==> src/rtl/ssd_pkg.sv <==
// ----------------------------------------------------------------------------
// ssd_pkg: shared types and constants for the seven-segment scan driver
// Segment patterns, sequencer states, request kinds and output field widths.
// ----------------------------------------------------------------------------
`timescale 1ns / 1ps
`default_nettype none

package ssd_pkg;

    // Default number of multiplexed digits
    localparam int DIGIT_COUNT_DEF = 4;

    // Highest number of fraction digits shown
    localparam int MAX_DECIMALS = 3;

    // AND mask that lights the decimal point (active low bit 7)
    localparam logic [7:0] POINT_MASK = 8'h7F;
    localparam logic [7:0] NO_POINT_MASK = 8'hFF;
    localparam logic [7:0] BLANK_PATTERN = 8'hFF;

    // Width of one segment byte and of the digit enable field
    localparam int SEG_W = 8;
    localparam int ENABLE_W = 4;

    // Request kinds carried in s_tuser
    localparam logic ACT_LOAD = 1'b0;
    localparam logic ACT_TICK = 1'b1;

    typedef enum logic [1:0] {
        ST_IDLE,
        ST_INT,
        ST_FRAC,
        ST_TICK
    } ssd_state_t;

    // Active-low segment pattern of one decimal digit
    function automatic logic [7:0] seg_pattern(input logic [3:0] digit);
        logic [7:0] pat;
        unique case (digit)
            4'd0:    pat = 8'hC0;
            4'd1:    pat = 8'hF9;
            4'd2:    pat = 8'hA4;
            4'd3:    pat = 8'hB0;
            4'd4:    pat = 8'h99;
            4'd5:    pat = 8'h92;
            4'd6:    pat = 8'h82;
            4'd7:    pat = 8'hF8;
            4'd8:    pat = 8'h80;
            4'd9:    pat = 8'h90;
            default: pat = BLANK_PATTERN;
        endcase
        return pat;
    endfunction

endpackage

`default_nettype wire

==> src/rtl/ssd_div10.sv <==
// ----------------------------------------------------------------------------
// ssd_div10: shared divide-by-ten unit
// Splits a 16-bit value into quotient and last decimal digit.
// ----------------------------------------------------------------------------
`timescale 1ns / 1ps
`default_nettype none

module ssd_div10
(
    input  wire logic [15:0] value,
    output logic      [15:0] quotient,
    output logic      [3:0]  remainder
);

    // 52429 / 2^19 is exact for every 16-bit dividend
    localparam logic [16:0] RECIP = 17'd52429;

    logic [32:0] prod;
    logic [15:0] q_times_ten;
    logic [15:0] diff;

    always_comb
    begin
        prod        = {17'd0, value} * {16'd0, RECIP};
        quotient    = {2'd0, prod[32:19]};
        q_times_ten = (quotient << 3) + (quotient << 1);
        diff        = value - q_times_ten;
        remainder   = diff[3:0];
    end

endmodule

`default_nettype wire

==> src/rtl/ssd_seg_buf.sv <==
// ----------------------------------------------------------------------------
// ssd_seg_buf: segment byte buffer
// One byte per digit, reset to all segments off; one write and one read port.
// ----------------------------------------------------------------------------
`timescale 1ns / 1ps
`default_nettype none

module ssd_seg_buf
#(
    parameter int DIGIT_COUNT = ssd_pkg::DIGIT_COUNT_DEF,
    parameter int PW          = $clog2(DIGIT_COUNT)
)
(
    input  wire logic                      clk,
    input  wire logic                      rst_n,
    input  wire logic                      wr_en,
    input  wire logic [PW-1:0]             wr_addr,
    input  wire logic [ssd_pkg::SEG_W-1:0] wr_data,
    input  wire logic [PW-1:0]             rd_addr,
    output logic      [ssd_pkg::SEG_W-1:0] rd_data
);

    import ssd_pkg::*;

    logic [SEG_W-1:0] buf_reg [DIGIT_COUNT];

    always_ff @(posedge clk or negedge rst_n)
    begin
        if (!rst_n)
        begin
            for (int i = 0; i < DIGIT_COUNT; i++)
            begin
                buf_reg[i] <= BLANK_PATTERN;
            end
        end
        else if (wr_en)
        begin
            buf_reg[wr_addr] <= wr_data;
        end
    end

    assign rd_data = buf_reg[rd_addr];

endmodule

`default_nettype wire

==> src/rtl/seven_segment_mux_driver_top.sv <==
// ----------------------------------------------------------------------------
// seven_segment_mux_driver_top: multiplexed seven-segment scan driver
// Loads a number into a segment buffer and serializes one digit per tick.
// ----------------------------------------------------------------------------
// Usage:
//   Slave channel (s_tvalid/s_tready/s_tdata/s_tuser) takes one request at a
//   time. s_tuser = 0 loads a value: the integer part and fraction value are
//   converted digit by digit into the segment buffer, the point placed by
//   the decimals count, by a shared divide-by-ten unit, one digit per cycle,
//   with no output. s_tuser = 1 is a refresh tick: nine results leave on
//   the master channel (m_tvalid/m_tready/m_tdata/m_tlast), eight shift
//   strobes carrying the scanned byte MSB first with all enables high, then
//   one latch strobe with the scanned digit's enable low and m_tlast set.
//   The tick is registered into the sequencer, which then loads the output
//   register with one result per cycle while m_tready is high; ticks and
//   loads are both run by the single sequencer.
//   s_tready is high only while the sequencer is idle.
//   A stalled receiver holds the current result in the output register and
//   freezes the sequence; nothing is dropped.
//   Reset blanks every buffer byte (all segments off), zeroes the scan
//   position and empties the output register.
// ----------------------------------------------------------------------------
`timescale 1ns / 1ps
`default_nettype none

module seven_segment_mux_driver_top
#(
    parameter int DIGIT_COUNT = ssd_pkg::DIGIT_COUNT_DEF
)
(
    input  wire logic        clk,
    input  wire logic        rst_n,
    // request channel
    input  wire logic        s_tvalid,
    output logic             s_tready,
    // [15:0] whole_part, [25:16] fraction_value, [28:26] decimals, [31:29] zero
    input  wire logic [31:0] s_tdata,
    // [0] action
    input  wire logic        s_tuser,
    // result channel
    output logic             m_tvalid,
    input  wire logic        m_tready,
    // [0] serial_data, [1] shift_strobe, [2] latch_strobe, [6:3] digit_enables,
    // [7] zero
    output logic [7:0]       m_tdata,
    output logic             m_tlast
);

    import ssd_pkg::*;

    localparam int PW = $clog2(DIGIT_COUNT);
    localparam logic [PW-1:0] LAST_POS = PW'(DIGIT_COUNT - 1);
    localparam int MAX_D = (DIGIT_COUNT - 1 < MAX_DECIMALS) ? DIGIT_COUNT - 1 : MAX_DECIMALS;
    localparam logic [2:0] MAX_D3 = 3'(MAX_D);
    localparam logic [3:0] LATCH_STEP = 4'd8;

    // request fields
    logic [15:0] in_int;
    logic [9:0]  in_frac;
    logic [2:0]  in_dec;
    logic [2:0]  dec_clamped;
    logic [PW-1:0] point_pos;

    assign in_int  = s_tdata[15:0];
    assign in_frac = s_tdata[25:16];
    assign in_dec  = s_tdata[28:26];

    // sequencer state
    ssd_state_t state_reg, state_next;
    logic [15:0]   val_reg, val_next;
    logic [9:0]    frac_reg, frac_next;
    logic [PW-1:0] pos_reg, pos_next;
    logic [PW-1:0] point_reg, point_next;
    logic [PW-1:0] scan_reg, scan_next;
    logic [3:0]    step_reg, step_next;
    logic [7:0]    shift_reg, shift_next;

    // output register
    logic       out_valid_reg, out_valid_next;
    logic       sd_reg, sd_next;
    logic       shift_stb_reg, shift_stb_next;
    logic       latch_stb_reg, latch_stb_next;
    logic [3:0] en_reg, en_next;
    logic       last_reg, last_next;

    // shared unit and buffer hookup
    logic [15:0]     div_q;
    logic [3:0]      div_r;
    logic            buf_we;
    logic [PW-1:0]   buf_waddr;
    logic [SEG_W-1:0] buf_wdata;
    logic [SEG_W-1:0] buf_rdata;
    logic [ENABLE_W-1:0] scan_enables;
    logic            accept;
    logic            out_free;

    ssd_div10 u_div10
    (
        .value     (val_reg),
        .quotient  (div_q),
        .remainder (div_r)
    );

    ssd_seg_buf
    #(
        .DIGIT_COUNT (DIGIT_COUNT),
        .PW          (PW)
    )
    u_seg_buf
    (
        .clk     (clk),
        .rst_n   (rst_n),
        .wr_en   (buf_we),
        .wr_addr (buf_waddr),
        .wr_data (buf_wdata),
        .rd_addr (scan_reg),
        .rd_data (buf_rdata)
    );

    // clamp decimals, then place the point just left of the fraction
    always_comb
    begin
        dec_clamped = (in_dec > MAX_D3) ? MAX_D3 : in_dec;
        point_pos   = LAST_POS - PW'(dec_clamped);
    end

    // active-low enable of the scanned digit; digits past the port stay high
    always_comb
    begin
        for (int i = 0; i < ENABLE_W; i++)
        begin
            scan_enables[i] = !(int'(scan_reg) == i);
        end
    end

    assign s_tready = (state_reg == ST_IDLE);
    assign accept   = s_tvalid && s_tready;
    assign out_free = !out_valid_reg || m_tready;

    always_ff @(posedge clk or negedge rst_n)
    begin
        if (!rst_n)
        begin
            state_reg     <= ST_IDLE;
            scan_reg      <= '0;
            out_valid_reg <= 1'b0;
        end
        else
        begin
            state_reg     <= state_next;
            scan_reg      <= scan_next;
            out_valid_reg <= out_valid_next;
        end
    end

    always_ff @(posedge clk)
    begin
        val_reg       <= val_next;
        frac_reg      <= frac_next;
        pos_reg       <= pos_next;
        point_reg     <= point_next;
        step_reg      <= step_next;
        shift_reg     <= shift_next;
        sd_reg        <= sd_next;
        shift_stb_reg <= shift_stb_next;
        latch_stb_reg <= latch_stb_next;
        en_reg        <= en_next;
        last_reg      <= last_next;
    end

    always_comb
    begin
        state_next     = state_reg;
        val_next       = val_reg;
        frac_next      = frac_reg;
        pos_next       = pos_reg;
        point_next     = point_reg;
        scan_next      = scan_reg;
        step_next      = step_reg;
        shift_next     = shift_reg;
        out_valid_next = out_valid_reg && !m_tready;
        sd_next        = sd_reg;
        shift_stb_next = shift_stb_reg;
        latch_stb_next = latch_stb_reg;
        en_next        = en_reg;
        last_next      = last_reg;
        buf_we         = 1'b0;
        buf_waddr      = pos_reg;
        buf_wdata      = seg_pattern(div_r);

        unique case (state_reg)
            ST_IDLE:
            begin
                if (accept)
                begin
                    if (s_tuser == ACT_TICK)
                    begin
                        // capture the scanned byte, start the strobe run
                        shift_next = buf_rdata;
                        step_next  = '0;
                        state_next = ST_TICK;
                    end
                    else
                    begin
                        val_next   = in_int;
                        frac_next  = in_frac;
                        pos_next   = point_pos;
                        point_next = point_pos;
                        state_next = ST_INT;
                    end
                end
            end

            ST_INT:
            begin
                // one integer digit per cycle, right to left from the point
                buf_we    = 1'b1;
                buf_wdata = seg_pattern(div_r)
                            & ((pos_reg == point_reg) ? POINT_MASK : NO_POINT_MASK);
                val_next  = div_q;
                if (pos_reg == '0)
                begin
                    if (point_reg != LAST_POS)
                    begin
                        val_next   = {6'd0, frac_reg};
                        pos_next   = LAST_POS;
                        state_next = ST_FRAC;
                    end
                    else
                    begin
                        state_next = ST_IDLE;
                    end
                end
                else
                begin
                    pos_next = pos_reg - PW'(1);
                end
            end

            ST_FRAC:
            begin
                // fraction digits fill from the rightmost position leftward
                buf_we   = 1'b1;
                val_next = div_q;
                if (pos_reg == point_reg + PW'(1))
                begin
                    state_next = ST_IDLE;
                end
                else
                begin
                    pos_next = pos_reg - PW'(1);
                end
            end

            ST_TICK:
            begin
                if (out_free)
                begin
                    out_valid_next = 1'b1;
                    if (step_reg == LATCH_STEP)
                    begin
                        // rotated eight times: bit 0 is back in place
                        sd_next        = shift_reg[0];
                        shift_stb_next = 1'b0;
                        latch_stb_next = 1'b1;
                        en_next        = scan_enables;
                        last_next      = 1'b1;
                        scan_next      = (scan_reg == LAST_POS) ? '0 : scan_reg + PW'(1);
                        state_next     = ST_IDLE;
                    end
                    else
                    begin
                        sd_next        = shift_reg[7];
                        shift_stb_next = 1'b1;
                        latch_stb_next = 1'b0;
                        en_next        = '1;
                        last_next      = 1'b0;
                        shift_next     = {shift_reg[6:0], shift_reg[7]};
                        step_next      = step_reg + 4'd1;
                    end
                end
            end

            default:
            begin
                state_next = ST_IDLE;
            end
        endcase
    end

    assign m_tvalid = out_valid_reg;
    assign m_tdata  = {1'b0, en_reg, latch_stb_reg, shift_stb_reg, sd_reg};
    assign m_tlast  = last_reg;

endmodule

`default_nettype wire

==> config.mk <==
export PLATFORM = sky130hd
export DESIGN_NAME = seven_segment_mux_driver_top
export DESIGN_NICKNAME = d
export VERILOG_FILES = /design/src/rtl/ssd_pkg.sv /design/src/rtl/ssd_div10.sv /design/src/rtl/ssd_seg_buf.sv /design/src/rtl/seven_segment_mux_driver_top.sv
export SDC_FILE = /design/constraint.sdc
export NUM_CORES = 1
export LEC_CHECK = 0
export BUFFER_PORTS_ARGS = -buffer_cell sky130_fd_sc_hd__buf_2
export CAP_MARGIN = 0
export CORE_ASPECT_RATIO = 1.5
export CORE_MARGIN = 10
export CORE_UTILIZATION = 39
export CTS_CLUSTER_DIAMETER = 120
export DETAILED_ROUTE_END_ITERATION = 6
export PLACE_DENSITY = 0.64
export SLEW_MARGIN = 20
export SYNTH_ARGS = -nofsm -noshare
export SYNTH_HDL_FRONTEND = slang
export SYNTH_SLANG_ARGS = --single-unit
export TNS_END_PERCENT = 1
==> constraint.sdc <==
create_clock -name clk -period 17.22 [get_ports clk]
set_clock_uncertainty 0.2 [all_clocks]
set_input_delay 0 -clock clk [delete_from_list [all_inputs] [get_ports clk]]
set_output_delay 0 -clock clk [all_outputs]
set_load 0.01 [all_outputs]
==> reports/metrics.csv <==
stage;metric;value;unit
placed_design;buffer_ports.inserted;43;
layout;area_delta_synth_final;12.95;%
yosys;synthDominantAreaCellType;sky130_fd_sc_hd__ha_1;
cts;post_cts_resized;0;
timing;relSlewSlack;0.2870;
cts;tritoncts_clock_tree;done;
global_routing;first_global_vias;6158;
yosys;postSynthNetCount;1106;
timing;max_freq;0.1255;GHz
floorplanning;initial_core_util;0.3955;
drt;drc;0;
floorplanning;fp.coreArea;22380;sq um
yosys;synth_edf_count;49;
floorplanning;die-height;204.5;um
floorplanning;io-pin-count;48;
cts;clock_tree.root_cell;sky130_fd_sc_hd__clkbuf_16;
drt;first_pass_iters;4;
drt;wl;17800;um
yosys;most_used_dff_post_synth;sky130_fd_sc_hd__edfxtp_1;
yosys;netlist_instances;837;
floorplanning;floorplan.rows;67;
yosys;synthesis.area_per_instance;10.58;sq um
timing;timing.final.max_slew_violations;0;
run_status;outcome;finished, final reports clean;
global_routing;total_routing_resource_utilization_after_global_routing;0.1309;
layout;final_layout_size_suffix_gt1_frac;0.1447;
timing;setup-tns-final;0;ns
layout;antenna_cells;0;
yosys;yosys_register_bits;86;
yosys;synth_warnings;0;
timing;grt_setup_unrepaired;no;
critical_path;crit_path_start_kind;flip-flop;
global_routing;grt_first_pass_wirelength;30460;um
floorplanning;die_area;29250;sq um
placed_design;gp_routability_congestion;0.9249;
cts;cts_buf_count;9;
drt;post_drt_via_cell_ratio;4.832;
layout;largest_register_ff_count;32;
cts;clk_transition_reported_paths;0.06;ns
critical_path;worst_ep_required_time;17.28;ns
drt;route.antenna.remaining_nets;0;
yosys;post_synth_arst_share;0.4302;
timing;worst_pin_slew;1.069;ns
drt;routed-via-count;5740;
critical_path;arrival;8.02;ns
timing;final-hold-violation-count;0;
yosys;post_synthesis_sequential_area_ratio;0.2753;
placed_design;hpwl;15080;um
floorplanning;chipWidth;143.0;um
timing;min_period;7.966;ns
timing;min_period_over_period;0.4626;
global_routing;grt_antenna_before_repair;0;
cts;tritoncts_num_sinks;86;
yosys;synth.area.top_cells;sky130_fd_sc_hd__ha_1 (22%), sky130_fd_sc_hd__fa_1 (18%), sky130_fd_sc_hd__edfxtp_1 (17%), sky130_fd_sc_hd__dfstp_2 (9.5%), sky130_fd_sc_hd__inv_1 (8.7%);
critical_path;critical_path.max_fanout;8;
drt;drt-initial-drc-count;192;
critical_path;endpoint_kind;flip-flop;
timing;report.final.setup_viol;0;
yosys;yosys.cell_types.count;51;
drt;wl_per_cell;14.98;um
global_routing;maximum_number_of_pins_on_one_net_before_global_route_repair;44;
cts;cts_max_path_buffers;2;
cts;clock_insertion_delay_at_the_later_pin_of_the_skew_report;0.35;ns
yosys;summed_instance_area_of_the_synthesized_netlist;8852;sq um
min_path;worstHoldPathType;input pin to asynchronous set/reset pin;
cts;htreeDepth;3;
yosys;synth_largest_type_area_fraction;0.2163;
layout;final_nets;1176;
critical_path;crit_type;flip-flop to flip-flop;
global_routing;globalRouteOverflowTotal;0;
job;drv.max_cap_violation_count;0;
==> synthesized netlist by cell type (5+ instances only) <==
| cell | count |
|---|---|
| sky130_fd_sc_hd__a21o_1 | 5 |
| sky130_fd_sc_hd__nand4_1 | 5 |
| sky130_fd_sc_hd__nand3_1 | 7 |
| sky130_fd_sc_hd__inv_1 | 206 |
| sky130_fd_sc_hd__nor2b_1 | 7 |
| sky130_fd_sc_hd__dfstp_2 | 32 |
| sky130_fd_sc_hd__nand2_1 | 53 |
| sky130_fd_sc_hd__a21oi_1 | 23 |
| sky130_fd_sc_hd__mux4_2 | 8 |
| sky130_fd_sc_hd__nand2b_1 | 7 |
| sky130_fd_sc_hd__and2_1 | 5 |
| sky130_fd_sc_hd__o21ai_0 | 17 |
| sky130_fd_sc_hd__clkbuf_1 | 17 |
| sky130_fd_sc_hd__a41oi_1 | 5 |
| sky130_fd_sc_hd__xnor2_1 | 11 |
| sky130_fd_sc_hd__xor2_1 | 16 |
| sky130_fd_sc_hd__o31ai_1 | 18 |
| sky130_fd_sc_hd__a22oi_1 | 8 |
| sky130_fd_sc_hd__nor3_1 | 8 |
| sky130_fd_sc_hd__edfxtp_1 | 49 |
| sky130_fd_sc_hd__nor2_1 | 26 |
| sky130_fd_sc_hd__fa_1 | 79 |
| sky130_fd_sc_hd__ha_1 | 153 |
| sky130_fd_sc_hd__mux2_2 | 19 |
| sky130_fd_sc_hd__dfrtp_1 | 5 |
==> cells by family (layout without fill, tap and decap cells) <==
group,after synthesis,in the layout,share of synthesized area
compound gates,97,97,0.07406
xor+xnor,32,32,0.03788
fa+ha+maj,232,232,0.3949
buf+inv,227,302,0.09795
flops,86,86,0.2753
mux,32,32,0.05060
other cells,1,1,0.0004236
simple gates,130,130,0.06883
==> worst paths after layout <==
path,startpoint,end,slack [ns],cells after the start
max in group asynchronous,rst_n,scan_reg[0]$_DFFE_PN0P_,16.23,2
min,rst_n,m_tvalid$_DFF_PN0_,0.08,2
min reg2reg,u_seg_buf.buf_reg[20]$_DFFE_PN1P_,u_seg_buf.buf_reg[20]$_DFFE_PN1P_,0.27,2
min in group clk,s_tdata[19],frac_reg[3]$_DFFE_PP_,0.16,2
max,val_reg[3]$_DFFE_PP_,u_seg_buf.buf_reg[3]$_DFFE_PN1P_,9.25,26
max reg2reg,val_reg[3]$_DFFE_PP_,u_seg_buf.buf_reg[3]$_DFFE_PN1P_,9.25,26
==> cell type report <==
cell class	instances	area, sq um
Fill cell	2025	12380
Sequential cell	86	2437
Tap cell	276	345.3
Inverter	206	773.2
Clock inverter	6	70.07
Clock buffer	10	229.0
Timing Repair Buffer	80	580.6
Multi-Input combinational cell	524	5563
==> worst max-delay path, cell delays in order, from the launching register on <==
cell and delay [ns]:
sky130_fd_sc_hd__edfxtp_1 0.56, sky130_fd_sc_hd__ha_1 0.47, sky130_fd_sc_hd__inv_1 0.09, sky130_fd_sc_hd__fa_1 0.51, sky130_fd_sc_hd__inv_1 0.06, sky130_fd_sc_hd__fa_1 0.52, sky130_fd_sc_hd__fa_1 0.55, sky130_fd_sc_hd__fa_1 0.58
sky130_fd_sc_hd__inv_1 0.07, sky130_fd_sc_hd__fa_1 0.53, sky130_fd_sc_hd__inv_1 0.05, sky130_fd_sc_hd__ha_1 0.29, sky130_fd_sc_hd__o21a_1 0.10, sky130_fd_sc_hd__o21ai_1 0.45, sky130_fd_sc_hd__a21oi_1 0.19, sky130_fd_sc_hd__nand2_1 0.13
sky130_fd_sc_hd__xnor2_1 0.09, sky130_fd_sc_hd__ha_1 0.33, sky130_fd_sc_hd__nor3b_1 0.29, sky130_fd_sc_hd__nor3b_1 0.11, sky130_fd_sc_hd__a21oi_1 0.14, sky130_fd_sc_hd__o21ai_0 0.09, sky130_fd_sc_hd__nor3_1 0.29, sky130_fd_sc_hd__xnor2_2 0.25
sky130_fd_sc_hd__xor2_4 0.30, sky130_fd_sc_hd__mux2i_2 0.52, sky130_fd_sc_hd__o31ai_1 0.14
==> timing repair <==
action / in CTS / in global routing
hold buffers: 34 / 1
buffers inserted: 0 / 0
hold endpoints to repair: 81 / 12
==> layout by cell type, fill, tap and decap left out, types with 7 or more instances in the layout <==
cell,instances
sky130_fd_sc_hd__nand3_1,7
sky130_fd_sc_hd__buf_2,43
sky130_fd_sc_hd__nor3_1,8
sky130_fd_sc_hd__ha_1,153
sky130_fd_sc_hd__edfxtp_1,49
sky130_fd_sc_hd__nor2b_1,7
sky130_fd_sc_hd__xnor2_1,11
sky130_fd_sc_hd__dlygate4sd3_1,35
sky130_fd_sc_hd__a22oi_1,8
sky130_fd_sc_hd__nor2_1,26
sky130_fd_sc_hd__clkbuf_16,9
sky130_fd_sc_hd__o31ai_1,18
sky130_fd_sc_hd__a21oi_1,22
sky130_fd_sc_hd__inv_1,206
sky130_fd_sc_hd__o21ai_0,17
sky130_fd_sc_hd__fa_1,79
sky130_fd_sc_hd__nand2b_1,7
sky130_fd_sc_hd__xor2_1,16
sky130_fd_sc_hd__nand2_1,53
sky130_fd_sc_hd__dfstp_2,32
sky130_fd_sc_hd__mux2_2,19
sky130_fd_sc_hd__mux4_2,8
==> layer usage <==
metal  vias to the layer above  track usage  wire [um]
li1                       2869            -          -
met5                         -            0          0
met3                        29      0.01784        320
met4                         0      0.05765        581
met1                      2762       0.1549       7611
met2                        80       0.2299       9284
==> per-stage QoR <==
step | hold slack, ns | instances | util | setup slack (ns) | instance area (sq um)
finish | 0.07753 | 1188 | 0.4467 | 9.254 | 9998
CTS | 0.02974 | 1187 | 0.4460 | 9.205 | 9982
floorplan | -0.4956 | 837 | - | 10.28 | 8852
global placement | -0.05823 | 1137 | 0.4174 | 9.310 | 9343
detailed placement | -0.05691 | 1137 | 0.4174 | 9.205 | 9343
global route | 0.1358 | 1188 | 0.4467 | 8.800 | 9998
Power is left out: the tool's default activity adds up to more than one toggle a clock period on the data nets, which glitch-free logic cannot reach.
